File: src/rtl/core/i2cmwr_pkg.sv
package i2cmwr_pkg;

  // commands carried in s_axis_tuser
  localparam logic [1:0] CMD_LOAD  = 2'd0;
  localparam logic [1:0] CMD_START = 2'd1;
  localparam logic [1:0] CMD_EVENT = 2'd2;

  // bus controller events
  localparam logic [2:0] EV_START_DONE = 3'd0;
  localparam logic [2:0] EV_TX_SEL     = 3'd1;
  localparam logic [2:0] EV_BYTE_SENT  = 3'd2;
  localparam logic [2:0] EV_RX_SEL     = 3'd3;
  localparam logic [2:0] EV_BYTE_RECV  = 3'd4;

  // acknowledge control
  localparam logic [1:0] ACK_KEEP    = 2'd0;
  localparam logic [1:0] ACK_DISABLE = 2'd1;
  localparam logic [1:0] ACK_ENABLE  = 2'd2;

  localparam int unsigned InDataW  = 32;
  localparam int unsigned OutDataW = 40;
  localparam int unsigned OutUserW = 3;

  // result fields apart from the transmit byte, which comes from the store
  typedef struct packed {
    logic       send_address;
    logic [7:0] address_byte;
    logic       send_data;
    logic       gen_start;
    logic       gen_stop;
    logic [1:0] ack_action;
    logic       events_on;
    logic       rx_valid;
    logic [3:0] rx_index;
    logic [7:0] rx_byte;
    logic       busy_res;
  } res_t;

endpackage

File: src/rtl/core/i2c_master_write_read_sequencer_core.sv
// channel      | direction | beat contents
// s_axis       | in        | tuser: cmd; tdata: index, value, counts, event
// m_axis       | out       | tuser: flags; tdata: bytes, requests, status
// cfg          | in        | data: slave_address
//
// one beat per cycle while m_axis is not stalled; a result is registered in the first stage
// (which also reads the transmit store) and then in the output register
// the transmit store is a single synchronous memory, one write and one read per cycle;
// a load is written at the edge it is taken, so the next beat already reads it
// rst_ni clears the counters, pointer and enable flag; the store holds no reset value
// a stalled m_axis holds the pipeline and drops s_axis_tready once both stages are full
module i2c_master_write_read_sequencer_core #(
  parameter int unsigned TX_DEPTH = 16,
  parameter int unsigned RX_DEPTH = 16
) (
  input  logic                              clk_i,
  input  logic                              rst_ni,
  input  logic                              cfg_valid_i,
  output logic                              cfg_ready_o,
  input  logic [6:0]                        cfg_data_i,
  input  logic                              s_axis_tvalid,
  output logic                              s_axis_tready,
  // cmd[1:0]
  input  logic [1:0]                        s_axis_tuser,
  // byte_index[3:0] byte_value[11:4] write_count[16:12] read_count[21:17]
  // event_code[24:22], zero fill above
  input  logic [i2cmwr_pkg::InDataW-1:0]    s_axis_tdata,
  output logic                              m_axis_tvalid,
  input  logic                              m_axis_tready,
  // send_address[0] send_data[1] rx_valid[2]
  output logic [i2cmwr_pkg::OutUserW-1:0]   m_axis_tuser,
  // address_byte[7:0] data_out[15:8] gen_start[16] gen_stop[17] ack_action[19:18]
  // events_on[20] rx_index[24:21] rx_byte[32:25] busy_res[33], zero fill above
  output logic [i2cmwr_pkg::OutDataW-1:0]   m_axis_tdata
);

  localparam int unsigned AW     = (TX_DEPTH > 1) ? $clog2(TX_DEPTH) : 1;
  localparam logic [8:0]  TxLim  = 9'(TX_DEPTH);
  localparam logic [8:0]  RxLim  = 9'(RX_DEPTH);
  localparam logic [8:0]  PtrMax = 9'd256;

  logic [7:0] tx_mem [TX_DEPTH];

  logic [6:0] slave_addr_q;
  logic [8:0] ptr_q, ptr_d;
  logic [4:0] wr_left_q, wr_left_d;
  logic [4:0] rd_left_q, rd_left_d;
  logic       ev_en_q, ev_en_d;

  logic               p1_valid_q;
  i2cmwr_pkg::res_t   p1_res_q;
  i2cmwr_pkg::res_t   res_d;
  logic               p1_dsel_q;
  logic               dsel_d;
  logic [7:0]         mem_rd_q;

  logic                            out_valid_q;
  logic [i2cmwr_pkg::OutDataW-1:0] out_data_q;
  logic [i2cmwr_pkg::OutUserW-1:0] out_user_q;

  logic       in_acc;
  logic       p1_adv;
  logic [1:0] cmd;
  logic [3:0] bidx;
  logic [7:0] bval;
  logic [4:0] wcnt;
  logic [4:0] rcnt;
  logic [2:0] ev;
  logic [8:0] bidx_ext;
  logic       ptr_in_range;
  logic       load_we;
  logic [8:0] ptr_inc;
  logic [7:0] data_out;

  assign cmd  = s_axis_tuser;
  assign bidx = s_axis_tdata[3:0];
  assign bval = s_axis_tdata[11:4];
  assign wcnt = s_axis_tdata[16:12];
  assign rcnt = s_axis_tdata[21:17];
  assign ev   = s_axis_tdata[24:22];

  assign bidx_ext     = {5'd0, bidx};
  assign ptr_in_range = (ptr_q < TxLim);
  assign ptr_inc      = (ptr_q < PtrMax) ? ptr_q + 9'd1 : ptr_q;

  assign p1_adv        = !out_valid_q || m_axis_tready;
  assign s_axis_tready = !p1_valid_q || p1_adv;
  assign in_acc        = s_axis_tvalid && s_axis_tready;
  assign load_we       = in_acc && (cmd == i2cmwr_pkg::CMD_LOAD) && (bidx_ext < TxLim);
  assign cfg_ready_o   = 1'b1;

  always_ff @(posedge clk_i or negedge rst_ni) begin
    if (!rst_ni) begin
      slave_addr_q <= '0;
    end else if (cfg_valid_i) begin
      slave_addr_q <= cfg_data_i;
    end
  end

  // transmit store: write at load, read at the current pointer
  always_ff @(posedge clk_i) begin
    if (load_we) begin
      tx_mem[bidx_ext[AW-1:0]] <= bval;
    end
    if (in_acc && ptr_in_range) begin
      mem_rd_q <= tx_mem[ptr_q[AW-1:0]];
    end
  end

  always_comb begin
    ptr_d     = ptr_q;
    wr_left_d = wr_left_q;
    rd_left_d = rd_left_q;
    ev_en_d   = ev_en_q;
    res_d     = '0;
    dsel_d    = 1'b0;
    unique case (cmd)
      i2cmwr_pkg::CMD_START: begin
        wr_left_d       = ({4'd0, wcnt} > TxLim) ? TxLim[4:0] : wcnt;
        rd_left_d       = ({4'd0, rcnt} > RxLim) ? RxLim[4:0] : rcnt;
        ev_en_d         = 1'b1;
        res_d.gen_start = 1'b1;
      end
      i2cmwr_pkg::CMD_EVENT: begin
        if (ev_en_q) begin
          unique case (ev)
            i2cmwr_pkg::EV_START_DONE: begin
              res_d.send_address = 1'b1;
              res_d.address_byte = {slave_addr_q, (wr_left_q == 5'd0)};
              ptr_d              = '0;
            end
            i2cmwr_pkg::EV_TX_SEL: begin
              res_d.send_data = 1'b1;
              dsel_d          = ptr_in_range;
              ptr_d           = ptr_inc;
            end
            i2cmwr_pkg::EV_BYTE_SENT: begin
              if (ptr_q >= {4'd0, wr_left_q}) begin
                wr_left_d = '0;
                if (rd_left_q != 5'd0) begin
                  res_d.gen_start = 1'b1;
                end else begin
                  res_d.gen_stop = 1'b1;
                  ev_en_d        = 1'b0;
                end
              end else begin
                res_d.send_data = 1'b1;
                dsel_d          = ptr_in_range;
                ptr_d           = ptr_inc;
              end
            end
            i2cmwr_pkg::EV_RX_SEL: begin
              if (rd_left_q == 5'd1) begin
                res_d.ack_action = i2cmwr_pkg::ACK_DISABLE;
                res_d.gen_stop   = 1'b1;
              end
            end
            i2cmwr_pkg::EV_BYTE_RECV: begin
              if (rd_left_q != 5'd0) begin
                res_d.rx_valid = 1'b1;
                res_d.rx_index = ptr_q[3:0];
                res_d.rx_byte  = bval;
                ptr_d          = ptr_inc;
                // nack and stop ahead of the final byte
                if (rd_left_q >= 5'd2 && ptr_inc == {4'd0, rd_left_q} - 9'd1) begin
                  res_d.ack_action = i2cmwr_pkg::ACK_DISABLE;
                  res_d.gen_stop   = 1'b1;
                end
                if (ptr_inc >= {4'd0, rd_left_q}) begin
                  ev_en_d          = 1'b0;
                  res_d.ack_action = i2cmwr_pkg::ACK_ENABLE;
                  rd_left_d        = '0;
                end
              end
            end
            default: begin
            end
          endcase
        end
      end
      default: begin
      end
    endcase
    res_d.events_on = ev_en_d;
    res_d.busy_res  = (wr_left_d != 5'd0) || (rd_left_d != 5'd0);
  end

  always_ff @(posedge clk_i or negedge rst_ni) begin
    if (!rst_ni) begin
      ptr_q     <= '0;
      wr_left_q <= '0;
      rd_left_q <= '0;
      ev_en_q   <= 1'b0;
    end else if (in_acc) begin
      ptr_q     <= ptr_d;
      wr_left_q <= wr_left_d;
      rd_left_q <= rd_left_d;
      ev_en_q   <= ev_en_d;
    end
  end

  always_ff @(posedge clk_i or negedge rst_ni) begin
    if (!rst_ni) begin
      p1_valid_q  <= 1'b0;
      out_valid_q <= 1'b0;
    end else begin
      if (s_axis_tready) begin
        p1_valid_q <= s_axis_tvalid;
      end
      if (p1_adv) begin
        out_valid_q <= p1_valid_q;
      end
    end
  end

  always_ff @(posedge clk_i) begin
    if (in_acc) begin
      p1_res_q  <= res_d;
      p1_dsel_q <= dsel_d;
    end
  end

  assign data_out = p1_dsel_q ? mem_rd_q : 8'd0;

  always_ff @(posedge clk_i) begin
    if (p1_adv && p1_valid_q) begin
      out_user_q <= {p1_res_q.rx_valid, p1_res_q.send_data, p1_res_q.send_address};
      out_data_q <= {6'd0, p1_res_q.busy_res, p1_res_q.rx_byte, p1_res_q.rx_index,
                     p1_res_q.events_on, p1_res_q.ack_action, p1_res_q.gen_stop,
                     p1_res_q.gen_start, data_out, p1_res_q.address_byte};
    end
  end

  assign m_axis_tvalid = out_valid_q;
  assign m_axis_tdata  = out_data_q;
  assign m_axis_tuser  = out_user_q;

endmodule

File: config.mk
export PLATFORM = sky130hd
export DESIGN_NAME = i2c_master_write_read_sequencer_core
export DESIGN_NICKNAME = d
export VERILOG_FILES = /design/src/rtl/core/i2cmwr_pkg.sv /design/src/rtl/core/i2c_master_write_read_sequencer_core.sv
export SDC_FILE = /design/constraint.sdc
export NUM_CORES = 1
export LEC_CHECK = 0
export ABC_AREA = 1
export BUFFER_PORTS_ARGS = -buffer_cell sky130_fd_sc_hd__buf_2
export CAP_MARGIN = 20
export CORE_ASPECT_RATIO = 0.8
export CORE_MARGIN = 2
export CORE_UTILIZATION = 45
export CTS_CLUSTER_SIZE = 40
export DETAILED_ROUTE_END_ITERATION = 16
export GPL_TIMING_DRIVEN = 0
export HOLD_SLACK_MARGIN = 0.1
export PLACE_DENSITY = 0.66
export REMOVE_ABC_BUFFERS = 1
export SYNTH_ARGS = -nofsm -noshare
export SYNTH_HDL_FRONTEND = slang
export SYNTH_SLANG_ARGS = --single-unit
File: constraint.sdc
create_clock -name clk_i -period 2.6 [get_ports clk_i]
set_input_delay 0.78 -clock clk_i [delete_from_list [all_inputs] [get_ports clk_i]]
set_output_delay 0.78 -clock clk_i [all_outputs]
set_load 0.005 [all_outputs]
Word level (Yosys, flattened, before mapping) --
Memories as Yosys holds them, arrays and structs flattened. A register that Yosys moved wholly into a read port is not among the register bits. Index checks and enable logic that the tools add are counted.
Operators by class: bitwise gates (word level) 0, add/subtract/negate cells 2, reduce and logical (&&, ||, !) cells 23, equal/unequal tests 10, order comparisons 8, shifts and indexed selects 0, mux-type cells 41, divide/modulo/power cells 0, multiply operators 0
Operators with widths (number):
- $mux 5 | 9
- $mux 9 | 4
- $pmux 9 s4 | 1
- $pmux 5 s2 | 2
- $ge 9x5->1 | 2
- $reduce_bool 5->1 | 3
- $mux 13 | 1
- $mux 1 | 11
- $gt 5x5->1 const B | 2
- $pmux 1 s2 | 5
- $add 9x1->9 const B | 1
- $eq 9x9->1 | 1
- $lt 9x5->1 const B | 1
- $lt 9x9->1 const B | 1
- $mux 3 | 3
- $eq 3x2->1 const B | 2
- $logic_and 1x1->1 | 6
- $reduce_and 3->1 | 2
- $reduce_and 6->1 | 1
- $sub 5x1->6 const B | 1
- $eq 5x1->1 const B | 1
- $ge 5x2->1 const B | 1
- $logic_not 5->1 | 1
- $lt 4x5->1 const B | 1
- other kinds (16) | 21
Storage, ports and cells: memories kept 1, bits in read-only memories 0, word-level logic and storage cells 107, input port bits 46, output and inout port bits 46, RAM bits 128, latch bits 0, bits in registers 96
Memories:
- tx_mem | depth 16, bits a word 8, rd ports 1, clocked after memory_dff 1, write ports 1, line i2c_master_write_read_sequencer_core.sv:42 | logic [7:0] tx_mem [TX_DEPTH];

Longest topological paths before layout --
Gate-level depths: netlist (run 1).
depth in word-level cells 10, gate-level depth with buffers 20, gate-level depth less buffers 19

Worst setup path after synthesis (run 1) --
No wires, ideal clock.
path kind input -> register, from in m_axis_tready, to reg out_data_q, in the netlist m_axis_tdata[0] (enable), cell stages on the path 2, data required time 2156 ps, data arrival time 2647 ps, buffers on the path 0, path slack -490 ps, library setup time 444 ps, path through inv_1 a21oi_1
Between the ends: word-level cells in the longest chain between the ends 2
Ends and longest elaborated chain:
- start: declaration | line i2c_master_write_read_sequencer_core.sv:29 | input logic m_axis_tready,
- $logic_or 1x1->1 | line i2c_master_write_read_sequencer_core.sv:86 | assign p1_adv = !out_valid_q || m_axis_tready;
- $logic_and 1x1->1 | line i2c_master_write_read_sequencer_core.sv:226 | if (p1_adv && p1_valid_q) begin
- end signal: assignment | line i2c_master_write_read_sequencer_core.sv:228 | out_data_q <= {6'd0, p1_res_q.busy_res, p1_res_q.rx_byte, p1_res_q.rx_index,
- end: declaration | line i2c_master_write_read_sequencer_core.sv:58 | logic [i2cmwr_pkg::OutDataW-1:0] out_data_q;
No other way between the ends. A chain may end at the register's enable or synchronous reset.

==> metrics.log, run 1 <==
[metrics] Area growth syn-to-layout: 18.8%
[metrics] maximum net fanout on the critical path: 10
[metrics] final number of setup-violating endpoints: 0
[metrics] pins over their slew limit: 0
[metrics] setup repair after global routing missed its margin: true
[metrics] Post-DRT Antenna Nets: 0
[metrics] Max-cap violations: 0
[metrics] iteration-0 DRC count of the detailed router: 826
[metrics] cell type with the largest total area after synthesis: edfxtp_1
[metrics] boundary pin count: 92
[metrics] worst clock skew: 16.2 ps
[metrics] TritonCTS clock tree: yes
[metrics] Clock Latency Late Sink: 510 ps
[metrics] detailed-route via count: 6,797
[metrics] detailed placer's ending HPWL: 14.2 mm
[metrics] utilization after layout: 54.9%
[metrics] type of origin of the critical path: register
[metrics] register area share after synthesis: 68.1%
[metrics] I/O Buffers: 77
[metrics] clock input transition at the sequential cells of the worst setup and hold paths: 60 ps
[metrics] biggest area contributors in the synthesized netlist: edfxtp_1, dfrtp_1, nand2_1
[metrics] yosys warns: 0
[metrics] Initial DRT Pass Iterations: 5
[metrics] timing-limited maximum frequency: 395 MHz
[metrics] pin slew with the least headroom to its limit: 748 ps
[metrics] Wirelength per Cell: 17.2 µm
[metrics] fin crit period: 2530 ps
[metrics] die width: 171 µm
[metrics] initial core utilization: 46.2%
[metrics] Die Area: 23,500 µm²
[metrics] total placed cells including tap cells: 1,244
[metrics] routability cong.: 0.911
[metrics] post-route fraction of the period consumed by the critical path: 97.3%
[metrics] residual DRC count: 0
[metrics] Top FF cell, synth: edfxtp_1
[metrics] static leakage: 4.62 nW
[metrics] FFs w/ async S/R, synth: 12.5%
[metrics] most frequent cells after synthesis: edfxtp_1, nand2_1, nor2_1
[metrics] Crit. End Element: register
[metrics] final count of hold timing violations: 0
[metrics] number of enable flip-flop cells after synthesis: 203
[metrics] leftover overflow at the end of global routing: 0
[metrics] outcome: completed
[metrics] most frequently used cell type in the post-synthesis netlist: edfxtp_1
[metrics] H-tree levels: 1
[metrics] max-slew headroom at the worst pin: 50.1%
[metrics] worst path required time: 2830 ps
[metrics] data arrival time at the worst-slack endpoint: 2760 ps
[metrics] antenna cell count: 0
[metrics] maximum buffer depth of the clock tree: 3
[metrics] worst min-delay path category: input pin to async pin
[metrics] All-Layer GR Usage: 19.3%
[metrics] proportion of layout cells with a drive suffix above 1: 19.5%
[metrics] Gate Count Post-Synth: 896
[metrics] post-route non-filler standard cell count: 1,299
[metrics] via count of the first global-routing pass: 6,241
[metrics] area fraction of the dominant cell type after synthesis: 60.9%
[metrics] number of inserted filler cells in the final layout: 1,760
[metrics] wire length of the first global-routing pass: 34.8 mm
[metrics] row count: 48
[metrics] syn_area_per_cell: 11.2 µm²
[metrics] power density normalized to cell area: 999 nW/µm²
[metrics] post-synthesis instance area: 10,000 µm²
[metrics] synth unique cells: 44
[metrics] total wirelength of the detailed-routed design: 22.3 mm
[metrics] number of antenna violations at the first check in global routing: 0
[metrics] largest net degree at the start of global routing: 70
[metrics] TritonCTS buffer count: 24
[metrics] clk sinks: 232
[metrics] Avg Vias per Cell: 5.23
[metrics] post-route worst setup slack: 71.2 ps
[metrics] worst supply voltage drop on vdd: 0.000553 V
[metrics] Nets: 1,044
[metrics] Core Region: 21,700 µm²
[metrics] number of synthesized register bits: 232
[metrics] floorplan die height: 137 µm
[metrics] Crit Path Category: register to register
[metrics] CTS Root Cell: clkbuf_16
[metrics] worst-case setup slack after placement: -823 ps
==> kinds of logic after synthesis <==
group           share of synthesized area [%]
xor+xnor                                0.587
flops                                    68.1
buf+inv                                  5.05
compound gates                           8.49
fa+ha+maj                                2.12
simple gates                             15.6
other cells                            0.0750
==> report_power, final <==
group | leakage (nW) | total [mW] | switching, mW | internal, mW
clock network | 0.416 | 3.68 | 1.37 | 2.31
registers | 2.22 | 4.59 | 0.241 | 4.35
logic | 1.98 | 3.62 | 2.35 | 1.27
==> path summary, 6_finish.rpt <==
| path | start | to | slack, ps | depth (start not counted) |
|---|---|---|---|---|
| setup / recovery | ptr_q[0] | p1_res_q[0] | 70 | 20 |
| hold / removal | rst_ni | wr_left_q[0] | 330 | 1 |
| min in group clk_i | p1_res_q[12] | m_axis_tdata[24] | 410 | 0 |
| hold reg to reg | p1_res_q[12] | m_axis_tdata[24] | 410 | 0 |
| setup reg to reg | ptr_q[0] | p1_res_q[0] | 70 | 20 |
| max in group asynchronous | rst_ni | ptr_q[3] | 1740 | 1 |
==> sequential cells by signal, summed over array words and instances (netlist names) <==
name and cells:
slave_addr_q 7, mem_rd_q 8, m_axis_tdata 34, ptr_q 9, rd_left_q 5, p1_valid_q 1
ev_en_q 1, m_axis_tvalid 1, m_axis_tuser 3, tx_mem 128, p1_dsel_q 1, p1_res_q 29
wr_left_q 5
==> cells in the final DEF (no fill, tap or decap), types with 4 or more instances in the layout <==
| master | netlist | final |
|---|---|---|
| a21oi_1 | 27 | 26 |
| a31oi_1 | 5 | 5 |
| clkbuf_16 | 0 | 25 |
| buf_2 | 4 | 77 |
| a221oi_1 | 8 | 8 |
| inv_1 | 75 | 75 |
| dfrtp_1 | 29 | 24 |
| nand2_1 | 185 | 177 |
| clkinv_2 | 1 | 4 |
| nand4_1 | 12 | 12 |
| o22ai_1 | 14 | 14 |
| o21ai_0 | 62 | 62 |
| ha_1 | 17 | 14 |
| nor3_1 | 9 | 9 |
| nor2_2 | 4 | 15 |
| conb_1 | 2 | 7 |
| nand3_1 | 33 | 32 |
| buf_4 | 9 | 9 |
| nor2_4 | 1 | 7 |
| bufinv_16 | 0 | 5 |
| o21ai_1 | 13 | 13 |
| o221ai_1 | 7 | 7 |
| edfxtp_1 | 203 | 203 |
| nand2_2 | 4 | 11 |
| nor2_1 | 117 | 100 |
| clkinv_1 | 1 | 4 |
==> timing repair <==
action | CTS | global route
setup buffers | 7 | 2
setup endpoints to repair | 164 | 126
pin swaps | 1 | 6
hold buffers | 0 | 0
gates resized for setup | 30 | 29
cloned | 2 | 0
==> stage by stage <==
stage               setup TNS [ps]  area, µm²  power (mW)  hold slack [ps]
floorplan                   -39010       9850        6.63              400
finish                           0      11900        11.9              328
global placement           -203240      10600        7.61              401
global route                  -353      11900        12.5              369
detailed placement         -108190      10700        7.71              405
CTS                          -74.1      11800        11.7              343
==> layout make-up <==
type	instances	area, µm²	share of cell area, %
Inverter	85	345	2.90
Timing Repair Buffer	91	593	4.98
Clock buffer	29	661	5.55
Tap cell	300	375	3.15
Sequential cell	232	6840	57.4
Clock inverter	15	208	1.75
Multi-Input combinational cell	547	2880	24.2
==> critical path: stages, from the launching register on <==
cell and delay [ps]:
dfrtp_2 420, buf_12 160, ha_4 170, nand2_1 60
nand2_1 50, nand2_2 90, inv_2 60, ha_4 270
nand2_1 50, nor2_1 90, nor2_1 40, nand2_1 80
nand2_2 80, nand2_4 70, o21bai_4 80, nand2_1 60
nand2_1 60, nand2_2 80, nand2_2 50, nor2_1 100
nand3_1 130
==> routing by layer <==
| metal | vias up | part of all wire (%) | global-route usage, % | routed length (µm) |
|---|---|---|---|---|
| li1 | 3266 | - | - | - |
| met1 | 3193 | 46 | 29.6 | 10200 |
| met2 | 305 | 43 | 28.6 | 9710 |
| met3 | 33 | 8.4 | 3.16 | 1880 |
| met4 | 0 | 2.3 | 4.90 | 513 |
| met5 | - | 0 | 0 | 0 |
(Power assumes the default switching activity.)
==> run 2: changes to the inputs <==
Settings changed: CTS_BUF_LIST set to sky130_fd_sc_hd__clkbuf_8.
==> run 2 against run 1 <==
- the flow now finishes with violations (setup timing)
- largest power group unchanged
- die area unchanged
- clock-buffer cell count grew 14
- critical path type unchanged
- critical path depth shrank 2
- highest routed layer unchanged
- combinational power decreased by 3%
==> metrics.log, run 2 (same netlist as run 1, synthesis figures left out) <==
[metrics] initial core utilization: 46.2% (unchanged)
[metrics] post-route non-filler standard cell count: 1,322 (+1.8%)
[metrics] pins over their slew limit: 0 (unchanged)
[metrics] Avg Vias per Cell: 5.16 (-1.3%)
[metrics] routability cong.: 0.911 (unchanged)
[metrics] worst-case setup slack after placement: -823 ps (unchanged)
[metrics] Crit. End Element: register
[metrics] number of flip-flops in the largest register: 128 (unchanged)
[metrics] switching fraction of total power: 35.2% (+1.9 points)
[metrics] Core Region: 21,700 µm² (unchanged)
[metrics] Initial DRT Pass Iterations: 8 (+3)
[metrics] TritonCTS buffer count: 39 (+63%)
[metrics] proportion of power drawn by the clock network: 28.0% (-2.9 points)
[metrics] sequential share of power: 40.9% (+2.3 points)
[metrics] TritonCTS clock tree: yes
[metrics] H-tree levels: 2 (+1)
[metrics] area taken by flip-flops and latches: 6830 µm² (about the same)
[metrics] most common library cell in the layout ignoring fill and taps: edfxtp_1
[metrics] power dissipated by switching net loads: 3.96 mW (about the same)
[metrics] row count: 48 (unchanged)
[metrics] proportion of layout cells with a drive suffix above 1: 19.8% (+0.25 points)
[metrics] final-layout worst hold slack: 315 ps (-12.2 ps)
[metrics] Clock Latency Late Sink: 540 ps (+30 ps)
[metrics] area of placed instances: 10,700 µm² (unchanged)
[metrics] reg2reg setup slack: -10 ps (-80 ps)
[metrics] detailed placer's ending HPWL: 14.2 mm (unchanged)
[metrics] boundary pin count: 92 (unchanged)
[metrics] I/O Buffers: 77 (unchanged)
[metrics] Internal Dissipation: 7.30 mW (-7.9%)
[metrics] start of the worst register-to-register path: ptr_q[0]
[metrics] antenna cell count: 0 (unchanged)
[metrics] worst path required time: 2850 ps (+20 ps)
[metrics] clock input transition at the sequential cells of the worst setup and hold paths: 60 ps (about the same)
[metrics] detailed-route via count: 6,827 (+0.44%)
[metrics] final count of hold timing violations: 0 (unchanged)
[metrics] die width: 171 µm (unchanged)
[metrics] iteration-0 DRC count of the detailed router: 721 (-13%)
[metrics] number of inserted filler cells in the final layout: 1,783 (+1.3%)
[metrics] footprint of the multi-input gates: 2850 µm² (-1.0%)
[metrics] maximum buffer depth of the clock tree: 3 (unchanged)
[metrics] Die Area: 23,500 µm² (unchanged)
[metrics] worst supply voltage drop on vdd: 0.000431 V (-22%)
[metrics] Wirelength per Cell: 17.0 µm (-1.2%)
[metrics] pin slew with the least headroom to its limit: 741 ps (-7.02 ps)
[metrics] largest net degree at the start of global routing: 70 (unchanged)
[metrics] setup repair after global routing missed its margin: true
[metrics] post-route worst setup slack: -9.67 ps (-80.9 ps)
[metrics] outcome: finished, violations left
[metrics] final number of setup-violating endpoints: 1 (+1)
[metrics] type of origin of the critical path: register
[metrics] maximum net fanout on the critical path: 13 (+3)
[metrics] Post-DRT Antenna Nets: 0 (unchanged)
[metrics] utilization after layout: 54.2% (-0.71 points)
[metrics] All-Layer GR Usage: 19.6% (+0.33 points)
[metrics] endpoint of the most critical register-to-register path: p1_res_q[0]
[metrics] total wirelength of the detailed-routed design: 22.5 mm (+0.51%)
[metrics] Crit Path Category: register to register
[metrics] Area growth syn-to-layout: 17.3%
[metrics] post-route fraction of the period consumed by the critical path: 100% (+3.1 points)
[metrics] leftover overflow at the end of global routing: 0 (unchanged)
[metrics] Sum Neg Setup Slack: -9.67 ps (-9.67 ps)
[metrics] clk sinks: 232 (unchanged)
[metrics] worst min-delay path category: input pin to async pin
[metrics] fin crit period: 2610 ps (+80.9 ps)
[metrics] Pwr Total: 11.3 mW (-5.2%)
[metrics] timing-limited maximum frequency: 383 MHz (-3.1%)
[metrics] Register-to-Register Path Depth: 18 (-10%)
[metrics] via count of the first global-routing pass: 6,377 (+2.2%)
[metrics] Max-cap violations: 0 (unchanged)
[metrics] static leakage: 4.63 nW (+0.15%)
[metrics] failing checks: setup timing
[metrics] floorplan die height: 137 µm (unchanged)
[metrics] most used cells in the layout excluding fill and tap cells: edfxtp_1, nand2_1, nor2_1, inv_1, buf_2
[metrics] Nets: 1,058 (+1.3%)
[metrics] CTS Root Cell: clkbuf_8
[metrics] Final Instance Area: 11,700 µm² (-1.3%)
[metrics] power density normalized to cell area: 959 nW/µm² (-4.0%)
[metrics] total placed cells including tap cells: 1,244 (unchanged)
[metrics] number of antenna violations at the first check in global routing: 0 (unchanged)
[metrics] worst clock skew: 24.2 ps (+8.01 ps)
[metrics] wire length of the first global-routing pass: 35.1 mm (+0.99%)
[metrics] data arrival time at the worst-slack endpoint: 2860 ps (+100 ps)
[metrics] relative contribution of combinational cells to total power: 31.1% (+0.7 points)
[metrics] max-slew headroom at the worst pin: 50.6% (+0.47 points)
[metrics] residual DRC count: 0 (unchanged)
-- run 2: changes by cell type in the layout (fill, tap and decap cells not counted), moves of 2 or more --
| cell | previous run | this run |
|---|---|---|
| clkbuf_8 | 2 | 43 |
| clkbuf_16 | 25 | 0 |
| inv_1 | 75 | 89 |
| bufinv_16 | 5 | 2 |
| clkbuf_1 | 2 | 0 |
| clkinvlp_4 | 3 | 1 |
| inv_2 | 3 | 5 |
| inv_4 | 3 | 1 |
| nand2_4 | 3 | 1 |
-- run 2: layout make-up --
type	count	share of cell area, %
well taps	300	3.20
clock buffers	43	5.04
clock inverters	25	1.45
flip-flops and latches	232	58.2
repair buffers	90	4.99
inverters	85	2.85
multi-input cells	547	24.3
-- run 2: how the worst max path moves through the flow --
stage / startpoint / end / slack, ps / cells after the start
2_1_floorplan: ptr_q[0] / p1_res_q[0] / -960 / 12
3_3_place_gp: ptr_q[0] / p1_res_q[0] / -2430 / 12
3_5_place_dp: ptr_q[0] / p1_res_q[0] / -820 / 18
4_1_cts: ptr_q[2] / p1_res_q[0] / -20 / 17
5_1_grt: ptr_q[1] / p1_res_q[0] / -170 / 16
6_report: ptr_q[0] / p1_res_q[0] / -10 / 18
-- run 2: repair_timing --
action,CTS,global route
hold buffers,0,0
endpoints found under the setup margin,163,145
pin swaps,2,2
gates resized for setup,39,8
buffers inserted,5,3
gates cloned,2,0
-- run 2: critical path, cell delays in order, from the launching register on --
cell and delay [ps]:
dfrtp_2 420, buf_12 160, ha_2 270, nand2_1 100
o21ai_4 100, ha_4 290, nand2_1 40, nor2_1 90
nor2_1 40, nand2_1 90, nand2_2 60, nand2_2 110
o21bai_4 90, nand2_1 60, nand2_1 60, nand2_2 70
nand2_1 50, nor2_1 90, nand3_1 130
-- run 2: layer usage --
| layer | global-route usage (%) | vias up | part of all wire, % |
|---|---|---|---|
| met4 | 6.31 | 0 | 2.4 |
| met5 | 0 | - | 0 |
| met2 | 28.6 | 304 | 42 |
| met1 | 29.0 | 3182 | 46 |
| li1 | - | 3298 | - |
| met3 | 4.71 | 43 | 9.5 |
-- run 2: power by group through the flow --
stage               combinational (mW)  clock (mW)  sequential [mW]
finish                            3.50        3.16             4.60
CTS                               3.37        3.21             4.62
global placement                  2.77           0             4.85
floorplan                         1.94           0             4.70
global route                      3.87        3.39             4.63
detailed placement                2.97           0             4.74
